### config.mk
export PLATFORM = sky130hd
export DESIGN_NAME = modbus_rtu_request_framer
export DESIGN_NICKNAME = d
export VERILOG_FILES = /design/src/hdl/mrf_pkg.sv /design/src/hdl/modbus_rtu_request_framer.sv /design/src/hdl/mrf_front.sv /design/src/hdl/mrf_cmd_fifo.sv /design/src/hdl/mrf_back.sv
export SDC_FILE = /design/constraint.sdc
export NUM_CORES = 1
export LEC_CHECK = 0
export ABC_AREA = 1
export ABC_CLOCK_PERIOD_IN_PS = 4400
export BUFFER_PORTS_ARGS = -buffer_cell sky130_fd_sc_hd__buf_2
export CORE_ASPECT_RATIO = 1.2
export CORE_UTILIZATION = 35
export DETAILED_ROUTE_END_ITERATION = 8
export PLACE_DENSITY_LB_ADDON = 0.1
export SLEW_MARGIN = 5
export SYNTH_ARGS = -nofsm -noshare
export SYNTH_HDL_FRONTEND = slang
export SYNTH_SLANG_ARGS = --single-unit
### constraint.sdc
create_clock -name clk -period 4.4 [get_ports clk]
set_input_delay 0.22 -clock clk [delete_from_list [all_inputs] [get_ports clk]]
set_output_delay 0.22 -clock clk [all_outputs]
set_load 0.03 [all_outputs]
### src/hdl/mrf_pkg.sv
// ----------------------------------------------------------------------------
// mrf_pkg
// Shared types, constants and the CRC16 step for the Modbus RTU request framer.
// ----------------------------------------------------------------------------
package mrf_pkg;

	localparam int unsigned MAX_REGS_DEF = 123;
	localparam int unsigned QUEUE_DEPTH_DEF = 4;
	localparam int unsigned REG_CNT_W = 7;

	localparam logic [15:0] CRC_INIT = 16'hFFFF;
	localparam logic [15:0] CRC_POLY = 16'hA001;

	localparam logic KIND_HEADER = 1'b0;
	localparam logic KIND_DATA = 1'b1;

	localparam logic [1:0] MODE_RD_HOLD = 2'd0;
	localparam logic [1:0] MODE_RD_INPUT = 2'd1;
	localparam logic [1:0] MODE_WR_SINGLE = 2'd2;
	localparam logic [1:0] MODE_WR_MULTI = 2'd3;

	localparam logic [7:0] FC_RD_HOLD = 8'h03;
	localparam logic [7:0] FC_RD_INPUT = 8'h04;
	localparam logic [7:0] FC_WR_SINGLE = 8'h06;
	localparam logic [7:0] FC_WR_MULTI = 8'h10;

	typedef struct packed {
		logic        item_kind;
		logic [1:0]  mode;
		logic [7:0]  unit_id;
		logic [15:0] address;
		logic [15:0] count_or_value;
		logic [15:0] data_word;
	} in_item_t;

	typedef struct packed {
		logic [7:0] frame_byte;
		logic       frame_last;
	} out_item_t;

	typedef struct packed {
		logic        hdr;
		logic        wm;
		logic        close;
		logic [7:0]  slave;
		logic [7:0]  code;
		logic [15:0] addr;
		logic [15:0] val;
	} cmd_t;

	typedef enum logic [9:0] {
		ST_IDLE  = 10'b00_0000_0001,
		ST_SLAVE = 10'b00_0000_0010,
		ST_CODE  = 10'b00_0000_0100,
		ST_ADH   = 10'b00_0000_1000,
		ST_ADL   = 10'b00_0001_0000,
		ST_VH    = 10'b00_0010_0000,
		ST_VL    = 10'b00_0100_0000,
		ST_BC    = 10'b00_1000_0000,
		ST_CRCL  = 10'b01_0000_0000,
		ST_CRCH  = 10'b10_0000_0000
	} step_t;

	function automatic logic [7:0] func_code(input logic [1:0] mode);
		logic [7:0] fc;
		case (mode)
			MODE_RD_HOLD:   fc = FC_RD_HOLD;
			MODE_RD_INPUT:  fc = FC_RD_INPUT;
			MODE_WR_SINGLE: fc = FC_WR_SINGLE;
			MODE_WR_MULTI:  fc = FC_WR_MULTI;
			default:        fc = FC_RD_HOLD;
		endcase
		return fc;
	endfunction

	function automatic logic [15:0] crc_byte(input logic [15:0] crc, input logic [7:0] b);
		logic [15:0] c;
		c = crc ^ {8'h00, b};
		for (int k = 0; k < 8; k++) begin
			c = c[0] ? ((c >> 1) ^ CRC_POLY) : (c >> 1);
		end
		return c;
	endfunction

endpackage

### src/hdl/modbus_rtu_request_framer.sv
// ----------------------------------------------------------------------------
// modbus_rtu_request_framer
// A request passes the command queue and the serialiser before its first byte
// reaches the output register. Throughput: one frame byte per cycle while the
// output is popped; a header gives 7 to 9 bytes, a data word 2 to 4, and an
// idle serialiser loads first. Serialiser and output register set the rate.
// Reset: asynchronous, clears the queue, open frame and CRC to 0xFFFF.
// ----------------------------------------------------------------------------
module modbus_rtu_request_framer #(
	parameter int unsigned MAX_REGS = mrf_pkg::MAX_REGS_DEF,
	parameter int unsigned QUEUE_DEPTH = mrf_pkg::QUEUE_DEPTH_DEF
) (
	input  logic               clk,
	input  logic               arst_n,
	input  logic               push,
	output logic               full,
	input  mrf_pkg::in_item_t  item,
	output logic               empty,
	input  logic               pop,
	output mrf_pkg::out_item_t result
);
	import mrf_pkg::*;

	logic q_wr;
	logic q_rd;
	logic q_full;
	logic q_empty;
	cmd_t q_wcmd;
	cmd_t q_rcmd;

	assign full = q_full;

	mrf_front #(
		.MAX_REGS(MAX_REGS)
	) u_front (
		.clk(clk),
		.arst_n(arst_n),
		.push(push),
		.q_full(q_full),
		.item(item),
		.q_wr(q_wr),
		.q_cmd(q_wcmd)
	);

	mrf_cmd_fifo #(
		.DEPTH(QUEUE_DEPTH)
	) u_fifo (
		.clk(clk),
		.arst_n(arst_n),
		.wr(q_wr),
		.wdata(q_wcmd),
		.full(q_full),
		.rd(q_rd),
		.rdata(q_rcmd),
		.empty(q_empty)
	);

	mrf_back u_back (
		.clk(clk),
		.arst_n(arst_n),
		.q_empty(q_empty),
		.q_cmd(q_rcmd),
		.q_rd(q_rd),
		.empty(empty),
		.pop(pop),
		.result(result)
	);

endmodule

### src/hdl/mrf_front.sv
// ----------------------------------------------------------------------------
// mrf_front
// Accepts request items, tracks the open write-multiple frame and turns each
// request into a framing command for the serialiser.
// ----------------------------------------------------------------------------
module mrf_front #(
	parameter int unsigned MAX_REGS = mrf_pkg::MAX_REGS_DEF
) (
	input  logic              clk,
	input  logic              arst_n,
	input  logic              push,
	input  logic              q_full,
	input  mrf_pkg::in_item_t item,
	output logic              q_wr,
	output mrf_pkg::cmd_t     q_cmd
);
	import mrf_pkg::*;

	logic                 frame_open_q;
	logic [REG_CNT_W-1:0] left_q;
	logic                 accept;
	logic                 is_wm;
	logic [15:0]          sat_cv;
	logic                 last_reg;

	assign accept = push && !q_full;
	assign is_wm = (item.mode == MODE_WR_MULTI);
	assign sat_cv = (is_wm && (item.count_or_value > 16'(MAX_REGS))) ? 16'(MAX_REGS)
		: item.count_or_value;
	assign last_reg = (left_q == REG_CNT_W'(1));

	always_comb begin
		q_cmd = '0;
		q_wr = 1'b0;
		if (item.item_kind == KIND_HEADER) begin
			q_wr = accept;
			q_cmd.hdr = 1'b1;
			q_cmd.wm = is_wm;
			q_cmd.close = !is_wm || (sat_cv == 16'h0000);
			q_cmd.slave = item.unit_id;
			q_cmd.code = func_code(item.mode);
			q_cmd.addr = item.address;
			q_cmd.val = sat_cv;
		end else begin
			q_wr = accept && frame_open_q;
			q_cmd.hdr = 1'b0;
			q_cmd.wm = 1'b0;
			q_cmd.close = last_reg;
			q_cmd.val = item.data_word;
		end
	end

	always_ff @(posedge clk or negedge arst_n) begin
		if (!arst_n) begin
			frame_open_q <= 1'b0;
			left_q <= '0;
		end else if (accept) begin
			if (item.item_kind == KIND_HEADER) begin
				frame_open_q <= is_wm && (sat_cv != 16'h0000);
				left_q <= is_wm ? sat_cv[REG_CNT_W-1:0] : '0;
			end else if (frame_open_q) begin
				left_q <= left_q - REG_CNT_W'(1);
				if (last_reg) begin
					frame_open_q <= 1'b0;
				end
			end
		end
	end

endmodule

### src/hdl/mrf_cmd_fifo.sv
// ----------------------------------------------------------------------------
// mrf_cmd_fifo
// Short command queue between the front end and the serialiser.
// ----------------------------------------------------------------------------
module mrf_cmd_fifo #(
	parameter int unsigned DEPTH = mrf_pkg::QUEUE_DEPTH_DEF
) (
	input  logic          clk,
	input  logic          arst_n,
	input  logic          wr,
	input  mrf_pkg::cmd_t wdata,
	output logic          full,
	input  logic          rd,
	output mrf_pkg::cmd_t rdata,
	output logic          empty
);
	import mrf_pkg::*;

	localparam int unsigned PTR_W = (DEPTH > 1) ? $clog2(DEPTH) : 1;
	localparam int unsigned CNT_W = $clog2(DEPTH + 1);

	cmd_t             mem_q [DEPTH];
	logic [PTR_W-1:0] wptr_q;
	logic [PTR_W-1:0] rptr_q;
	logic [CNT_W-1:0] cnt_q;
	logic             do_wr;
	logic             do_rd;

	assign full = (cnt_q == CNT_W'(DEPTH));
	assign empty = (cnt_q == '0);
	assign do_wr = wr && !full;
	assign do_rd = rd && !empty;
	assign rdata = mem_q[rptr_q];

	always_ff @(posedge clk) begin
		if (do_wr) begin
			mem_q[wptr_q] <= wdata;
		end
	end

	always_ff @(posedge clk or negedge arst_n) begin
		if (!arst_n) begin
			wptr_q <= '0;
			rptr_q <= '0;
			cnt_q <= '0;
		end else begin
			if (do_wr) begin
				wptr_q <= (wptr_q == PTR_W'(DEPTH - 1)) ? '0 : wptr_q + PTR_W'(1);
			end
			if (do_rd) begin
				rptr_q <= (rptr_q == PTR_W'(DEPTH - 1)) ? '0 : rptr_q + PTR_W'(1);
			end
			if (do_wr && !do_rd) begin
				cnt_q <= cnt_q + CNT_W'(1);
			end else if (do_rd && !do_wr) begin
				cnt_q <= cnt_q - CNT_W'(1);
			end
		end
	end

endmodule

### src/hdl/mrf_back.sv
// ----------------------------------------------------------------------------
// mrf_back
// Serialises framing commands into bytes, keeps the running CRC16 and holds
// each byte in an output register until it is taken.
// ----------------------------------------------------------------------------
module mrf_back (
	input  logic               clk,
	input  logic               arst_n,
	input  logic               q_empty,
	input  mrf_pkg::cmd_t      q_cmd,
	output logic               q_rd,
	output logic               empty,
	input  logic               pop,
	output mrf_pkg::out_item_t result
);
	import mrf_pkg::*;

	cmd_t        cmd_q;
	step_t       step_q;
	step_t       step_nxt;
	logic [15:0] crc_q;
	logic [15:0] crc_in;
	logic [7:0]  byte_d;
	logic [7:0]  byte_q;
	logic        last_q;
	logic        ovalid_q;
	logic        busy;
	logic        emit;
	logic        load;

	assign busy = (step_q != ST_IDLE);
	assign emit = busy && (!ovalid_q || pop);
	assign load = !q_empty && (!busy || (emit && step_nxt == ST_IDLE));
	assign q_rd = load;
	assign empty = !ovalid_q;
	assign result.frame_byte = byte_q;
	assign result.frame_last = last_q;
	assign crc_in = (step_q == ST_SLAVE) ? CRC_INIT : crc_q;

	always_comb begin
		byte_d = 8'h00;
		step_nxt = ST_IDLE;
		case (step_q)
			ST_SLAVE: begin
				byte_d = cmd_q.slave;
				step_nxt = ST_CODE;
			end
			ST_CODE: begin
				byte_d = cmd_q.code;
				step_nxt = ST_ADH;
			end
			ST_ADH: begin
				byte_d = cmd_q.addr[15:8];
				step_nxt = ST_ADL;
			end
			ST_ADL: begin
				byte_d = cmd_q.addr[7:0];
				step_nxt = ST_VH;
			end
			ST_VH: begin
				byte_d = cmd_q.val[15:8];
				step_nxt = ST_VL;
			end
			ST_VL: begin
				byte_d = cmd_q.val[7:0];
				step_nxt = cmd_q.wm ? ST_BC : (cmd_q.close ? ST_CRCL : ST_IDLE);
			end
			ST_BC: begin
				byte_d = {cmd_q.val[6:0], 1'b0};
				step_nxt = cmd_q.close ? ST_CRCL : ST_IDLE;
			end
			ST_CRCL: begin
				byte_d = crc_q[7:0];
				step_nxt = ST_CRCH;
			end
			ST_CRCH: begin
				byte_d = crc_q[15:8];
				step_nxt = ST_IDLE;
			end
			default: begin
				byte_d = 8'h00;
				step_nxt = ST_IDLE;
			end
		endcase
	end

	always_ff @(posedge clk) begin
		if (load) begin
			cmd_q <= q_cmd;
		end
		if (emit) begin
			byte_q <= byte_d;
			last_q <= (step_q == ST_CRCH);
		end
	end

	always_ff @(posedge clk or negedge arst_n) begin
		if (!arst_n) begin
			step_q <= ST_IDLE;
			crc_q <= CRC_INIT;
			ovalid_q <= 1'b0;
		end else begin
			if (load) begin
				step_q <= q_cmd.hdr ? ST_SLAVE : ST_VH;
			end else if (emit) begin
				step_q <= step_nxt;
			end
			if (emit) begin
				if (step_q == ST_CRCH) begin
					crc_q <= CRC_INIT;
				end else if (step_q != ST_CRCL) begin
					crc_q <= crc_byte(crc_in, byte_d);
				end
			end
			if (emit) begin
				ovalid_q <= 1'b1;
			end else if (pop) begin
				ovalid_q <= 1'b0;
			end
		end
	end

endmodule
---- Word level (Yosys, flattened, before mapping) ----
Memories as Yosys holds them, arrays and structs flattened.
Index checks and enable logic that the tools add are counted.
word-level totals
  flip-flop bits (word level) ............. 101
  memory bits (writable) .................. 204
  bits of input ports ..................... 63
  output and inout bits ................... 11
  logic and storage cells ................. 121
  memories ................................ 1
memories
  memory        words  bits a word  read ports  clocked after Yosys merged registers in  wr ports  line                text
  u_fifo.mem_q  4      51           1           0                                        1         mrf_cmd_fifo.sv:22  cmd_t mem_q [DEPTH];
operators by class
  add/subtract/negate cells ............... 5
  $lt $le $gt $ge ......................... 1
  eq/ne operators ......................... 20
  multiplexer cells ....................... 38
  bitwise operators ....................... 9
  reductions and logical operators ........ 31
operators with widths
  operator                                                                           count
  16-bit 2-to-1 mux                                                                  13
  10-bit case mux with 8 select lines                                                1
  8-bit case mux with 9 select lines                                                 1
  32-bit 2-to-1 mux                                                                  1
  8-bit case mux with 4 select lines                                                 1
  10-bit 2-to-1 mux                                                                  3
  2-bit NOT with 3-bit output                                                        8
  7-bit 2-to-1 mux                                                                   3
  16-bit by 7-bit greater-than comparator with 1-bit output (second input constant)  1
  16-bit logical NOT                                                                 1
  16-bit nonzero test                                                                1
  16-bit by 8-bit bitwise XOR with 16-bit output                                     1
  1-bit logical AND                                                                  11
  10-bit by 1-bit == test with 1-bit output (second input constant)                  1
  10-bit == test (second input constant)                                             1
  10-bit by 2-bit == test with 1-bit output (second input constant)                  1
  10-bit by 3-bit == test with 1-bit output (second input constant)                  1
  10-bit by 4-bit == test with 1-bit output (second input constant)                  1
  10-bit by 5-bit == test with 1-bit output (second input constant)                  1
  10-bit by 6-bit == test with 1-bit output (second input constant)                  1
  10-bit by 7-bit == test with 1-bit output (second input constant)                  1
  10-bit by 8-bit == test with 1-bit output (second input constant)                  1
  10-bit by 9-bit == test with 1-bit output (second input constant)                  1
  10-bit by 1-bit != test with 1-bit output (second input constant)                  1
  other kinds (21)                                                                   47

---- Logic depth before layout (Yosys ltp) ----
  depth after elaboration ................. 21
  gate-level depth with buffers ........... 23
  mapped depth without buffers ............ 23

---- Modules after synthesis ----
A second synthesis with hierarchy kept.
second synthesis, totals
  cell total of the unflattened synthesis .. 1,347
  area, all modules ....................... 14,467.6 um^2
by module, submodules not included
  module        times used  cells an instance  area an instance (um^2)  seq. area each (um^2)
  mrf_cmd_fifo  1           656                8,851.0                  6,301.0
  mrf_back      1           457                4,339.2                  2,468.6
  mrf_front     1           234                1,277.5                  200.2

---- Worst setup path after synthesis ----
Ideal clock, no wire load.
  kind .................................... register to register
  start point ............................. reg u_back.step_q[0]
  end point ............................... reg u_fifo.cnt_q[1]
  library setup time ...................... 0.125 ns
  arrival ................................. 4.005 ns
  data required time ...................... 4.275 ns
  path slack .............................. 0.271 ns
  stages on the path, launching flop included .. 15
  buffers on the path ..................... 1
  period minus slack after synthesis ...... 4.129 ns
  cells stage by stage .................... dfstp_2 nor2_2 nand2_4 nor2_4 buf_6 nor2_1 nand3_1 o22ai_1 nand2_1 a21oi_2 inv_1 ha_1 inv_1 fa_1 mux2_2
between the ends
  word-level cells in the longest chain between the ends .. 10
ends and longest elaborated chain
  item                                                                     line                             text
  from (decl)                                                              mrf_back.sv:19                   step_t step_q;
  from (signal assigned)                                                   mrf_back.sv:104                  step_q <= q_cmd.hdr ? ST_SLAVE : ST_VH;
  from (signal assigned)                                                   mrf_back.sv:106                  step_q <= step_nxt;
  10-bit by 9-bit == test with 1-bit output, or another cell as far along  mrf_back.sv:43                   case (step_q)
  10-bit case mux with 8 select lines                                      mrf_back.sv:43
  10-bit by 1-bit == test with 1-bit output                                mrf_back.sv:33                   assign load = !q_empty && (!busy || (emit && step_nxt == ST_IDLE));
  1-bit logical AND                                                        mrf_back.sv:33
  1-bit logical OR *                                                       mrf_back.sv:33
  1-bit logical AND *                                                      mrf_back.sv:33
  via q_rd                                                                 modbus_rtu_request_framer.sv:25  logic q_rd;
  1-bit logical AND *                                                      mrf_cmd_fifo.sv:32               assign do_rd = rd && !empty;
  1-bit logical NOT                                                        mrf_cmd_fifo.sv:53               if (do_wr && !do_rd) begin
  1-bit logical AND                                                        mrf_cmd_fifo.sv:53
  3-bit 2-to-1 mux or 2-bit nonzero test (tied branches)                   -
  to (signal assigned)                                                     mrf_cmd_fifo.sv:54               cnt_q <= cnt_q + CNT_W'(1);
  to (signal assigned)                                                     mrf_cmd_fifo.sv:56               cnt_q <= cnt_q - CNT_W'(1);
  to (decl)                                                                mrf_cmd_fifo.sv:25               logic [CNT_W-1:0] cnt_q;
The timed path passes the listed nets; every way through them passes the cells marked *.
A chain may end at the register's enable or synchronous reset.

---- Final worst setup path ----
  start point ............................. reg u_back.step_q[9]
  end point ............................... reg u_fifo.cnt_q[2]
Same word-level chain as after synthesis.

==> impl_summary.md <==
Outcome
The run finished with clean final reports.

Synthesis
In this run, synthesis produced a sequential element count of 285. The area of the mapped netlist is 0.01266 sq mm. The count of unique library cells instantiated by Yosys is 43.

The number of nets in the synthesized netlist is 1,243. Summing the sequential cell areas from Yosys gives 66.10% of the chip area. The cell count after synthesis came out at 1,167. The Yosys step of the flow raised 0 warnings. Averaged over all synthesized cells, the footprint is 10.85 sq um.

Global routing
The first-pass GRT wire length is 48,090 um. Global routing finished with a remaining overflow of 0. The number of antenna violations at the first check in global routing is 0. The maximum number of pins on one net before global-route repair is 65. Global routing consumed, over all layers together, 17.05% of the routing resources. The via count of the first global-routing pass came to 8,437.

Setup path
The minimum setup slack among reg-to-reg paths is 1.16 ns. The endpoint class of the critical path is a flip-flop. For the worst setup path, the data arrival time is 3.72 ns. The required time of the critical path is 4.88 ns. The maximum fanout encountered on the critical timing path is 13.

The setup path with the least slack is of type reg2reg. The type of element launching the critical path is a flip-flop.

Timing
In this run the tightest slew margin relative to its limit is 29.90%. The number of hold violations in the final report came to 0. The number of setup violations in the final report is 0.

Across the routed clock network, the largest skew measured is 0.02631 ns. The final worst-path cycle share is 73.56%. The minimum setup slack in the final design is 1.163 ns. Counting I/O delays and the setup requirement, the final critical path takes 3.237 ns. The transition time at the pin with the least slew margin is 1.040 ns. The number of max-slew violations in the final report is 0. For this run, the top clock speed supported by timing is 308.9 MHz. The final sum of negative setup slack is 0 ns.

Setup repair after global routing left no endpoint under its margin.

Cells and area
The number of fill cells is 3,448. The fraction of final layout cells with drive strength greater than 1 is 17.78%. The most common cell after layout, fill and taps aside is sky130_fd_sc_hd__edfxtp_1. At the end of the flow, the number of nets in the layout was 1,329. Leaving out fill and tap cells, the most frequent cells in the layout are sky130_fd_sc_hd__edfxtp_1, sky130_fd_sc_hd__nor2_1, sky130_fd_sc_hd__nand2_1.

The antenna diode count is 0. The area added between synthesis and finish is 16.77%.

Die
After floorplanning, the core was divided into 75 placement rows. The die outline area is 0.03694 sq mm. The starting density of the core is 35.89%. The overall die height is 210.4 um.

The total core area is 0.03528 sq mm. In this run the horizontal extent of the chip is 175.6 um. The count of boundary I/O pins is 74.

Place
After legalization and detailed placement, the total HPWL measured 20,050 um. The number of port buffers is 73. The worst slack after detailed placement is 1.173 ns. The routability-driven placement congestion ratio is 0.8806.

Route
The first detailed-routing pass took 5 iterations. The remaining routing DRC violations is 0. The routed wirelength normalized by instance count is 17.81 um. The post-detailed-route count of antenna-violating nets is 0.

The wire length reported by the detailed router is 30,970 um. In the routed layout, each cell is associated on average with a via count of 4.899. The total vias in the final route is 8,519.

The initial DRC count is 561.

CTS
In this run the number of H-tree levels came out at 1. No sink is reached through more buffers than the 3 on the longest clock path. In this run, post-CTS repair resized a total of 0 instances.

The clock buffer count from CTS is 31. Counting every sink on the clock net gives 285. The worst-skew pair later-pin latency is 0.57 ns.

In this run the clock root is driven by a sky130_fd_sc_hd__clkbuf_16. After clock tree synthesis, the clock-pin slew on the worst setup and hold paths is 0.06 ns. TritonCTS built the clock tree.

Power and ir drop
Power spread over the standard cell area amounts to 737.8 mW/mm^2. Overall power consumption after layout is estimated at 10.91 mW. The cell leakage power is 5.807 nW. The worst-case IR drop observed on VDD is 0.3244 mV.

Run
The max-capacitance violation count is 0.

Hold path
The min-delay analysis places its worst path in the category in2reg.
logic make-up (layout without fill, tap and decap cells):
logic type / Yosys count / count (layout) / synth area share (%)
and+or+nand+nor: 473 / 473 / 17.12
DFF: 285 / 285 / 66.10
AOI/OAI and AO/OA: 217 / 217 / 9.536
buffers and inverters: 173 / 283 / 5.464
adders and majority gates: 13 / 13 / 1.344
xor gates and xnor gates: 5 / 5 / 0.3459
muxes: 1 / 1 / 0.08893
timing repair:
item	4_1_cts	5_1_grt
hold buffers	16	0
endpoints found under the hold margin	80	0
setup buffers	0	0
flip-flops by register name (all words and copies together), names as in the netlist, 2 cells and up:
register / cells
u_back.byte_q: 8
u_back.cmd_q: 46
u_back.crc_q: 16
u_back.step_q: 10
u_fifo.cnt_q: 3
u_fifo.mem_q: 188
u_fifo.rptr_q: 2
u_fifo.wptr_q: 2
u_front.left_q: 7
power by group:
group / total [mW] / switching (mW) / leakage [nW] / internal (mW)
logic: 3.81 / 2.68 / 2.51 / 1.12
clock network: 2.77 / 1.07 / 0.532 / 1.70
registers: 4.34 / 0.392 / 2.76 / 3.94
cells in the mapped netlist:
library cell / n / share of area [%]
sky130_fd_sc_hd__buf_1: 1 / 0.030
sky130_fd_sc_hd__o31ai_1: 1 / 0.059
sky130_fd_sc_hd__o41ai_1: 1 / 0.069
sky130_fd_sc_hd__nor2_8: 1 / 0.16
sky130_fd_sc_hd__buf_6: 2 / 0.18
sky130_fd_sc_hd__nand2_4: 4 / 0.36
sky130_fd_sc_hd__a32oi_1: 1 / 0.069
sky130_fd_sc_hd__nand2_2: 17 / 0.84
sky130_fd_sc_hd__nand2_1: 141 / 4.2
sky130_fd_sc_hd__nor2_1: 180 / 5.3
sky130_fd_sc_hd__dfrtp_1: 25 / 4.9
sky130_fd_sc_hd__o2bb2ai_1: 1 / 0.069
sky130_fd_sc_hd__inv_1: 112 / 3.3
sky130_fd_sc_hd__nand3_2: 10 / 0.79
sky130_fd_sc_hd__o32a_1: 1 / 0.079
sky130_fd_sc_hd__o21ai_1: 2 / 0.079
sky130_fd_sc_hd__dfstp_2: 17 / 3.5
sky130_fd_sc_hd__edfxtp_1: 243 / 58
sky130_fd_sc_hd__nor3_1: 11 / 0.43
sky130_fd_sc_hd__clkbuf_1: 43 / 1.3
sky130_fd_sc_hd__buf_8: 1 / 0.12
sky130_fd_sc_hd__or2_2: 2 / 0.099
sky130_fd_sc_hd__buf_4: 4 / 0.24
sky130_fd_sc_hd__nor4_1: 2 / 0.099
sky130_fd_sc_hd__o211ai_1: 2 / 0.12
sky130_fd_sc_hd__a21oi_1: 14 / 0.55
sky130_fd_sc_hd__mux2_2: 1 / 0.089
sky130_fd_sc_hd__nand4_1: 9 / 0.44
sky130_fd_sc_hd__nor2_4: 10 / 0.89
sky130_fd_sc_hd__xnor2_1: 3 / 0.21
sky130_fd_sc_hd__a31oi_1: 4 / 0.20
sky130_fd_sc_hd__buf_2: 1 / 0.039
sky130_fd_sc_hd__inv_2: 9 / 0.27
sky130_fd_sc_hd__fa_1: 1 / 0.16
sky130_fd_sc_hd__nor2_2: 10 / 0.49
sky130_fd_sc_hd__a22oi_1: 3 / 0.18
sky130_fd_sc_hd__a21oi_2: 1 / 0.069
sky130_fd_sc_hd__xor2_1: 2 / 0.14
sky130_fd_sc_hd__o21ai_0: 127 / 5.0
sky130_fd_sc_hd__ha_1: 12 / 1.2
sky130_fd_sc_hd__a221oi_1: 3 / 0.21
sky130_fd_sc_hd__nand3_1: 76 / 3.0
sky130_fd_sc_hd__o22ai_1: 56 / 2.8
metal layers:
layer | wire [um] | global-route usage [%]
met4 | 733 | 5.727
met2 | 14870 | 28.87
met5 | 0 | 0
met1 | 14180 | 22.29
met3 | 1179 | 2.525
worst paths after layout:
check	start	to	cells after the start
setup / recovery	u_back.step_q[9]	u_fifo.cnt_q[2]	18
hold / removal	item[34]	u_fifo.mem_q[3][18]	3
max in group asynchronous	arst_n	u_fifo.rptr_q[0]	3
min in group asynchronous	arst_n	u_back.step_q[9]	3
setup reg to reg	u_back.step_q[9]	u_fifo.cnt_q[2]	18
hold reg to reg	u_back.crc_q[3]	u_back.crc_q[3]	2
layout make-up:
class                   instances  area [sq um]  area share, %
clock inverters                23         304.0          2.056
inverters                     121         454.2          3.072
clock buffers                  34         787.0          5.323
flip-flops and latches        285          8371          56.61
multi-input cells             709          3646          24.66
repair buffers                105         645.6          4.367
well taps                     462         578.1          3.910
critical path, cell delays in order, from the launching register on:
cell                      delay (ns)
sky130_fd_sc_hd__dfrtp_1        0.41
sky130_fd_sc_hd__nor2_2         0.45
sky130_fd_sc_hd__inv_1          0.18
sky130_fd_sc_hd__nor2_2         0.41
sky130_fd_sc_hd__nand2_1        0.15
sky130_fd_sc_hd__inv_2          0.10
sky130_fd_sc_hd__nor2_1         0.05
sky130_fd_sc_hd__nand3_1        0.07
sky130_fd_sc_hd__o22ai_1        0.07
sky130_fd_sc_hd__nand2_1        0.15
sky130_fd_sc_hd__a21oi_4        0.07
sky130_fd_sc_hd__inv_1          0.09
sky130_fd_sc_hd__ha_1           0.14
sky130_fd_sc_hd__inv_1          0.07
sky130_fd_sc_hd__fa_1           0.38
sky130_fd_sc_hd__nor2_1         0.11
sky130_fd_sc_hd__nor2_1         0.04
sky130_fd_sc_hd__nand2_1        0.06
sky130_fd_sc_hd__xor2_1         0.13
per-stage QoR:
stage	hold WS (ns)	util [%]	instances	area, sq um
detailed placement	0.3707	38.36	1666	13530
floorplan	-0.07559	-	1167	12660
finish	0.01749	41.90	1739	14790
global placement	0.3718	38.36	1666	13530
global route	0.01938	41.90	1739	14790
CTS	0.0003438	41.90	1739	14790
Note: power is estimated with default switching activity, not from simulation.
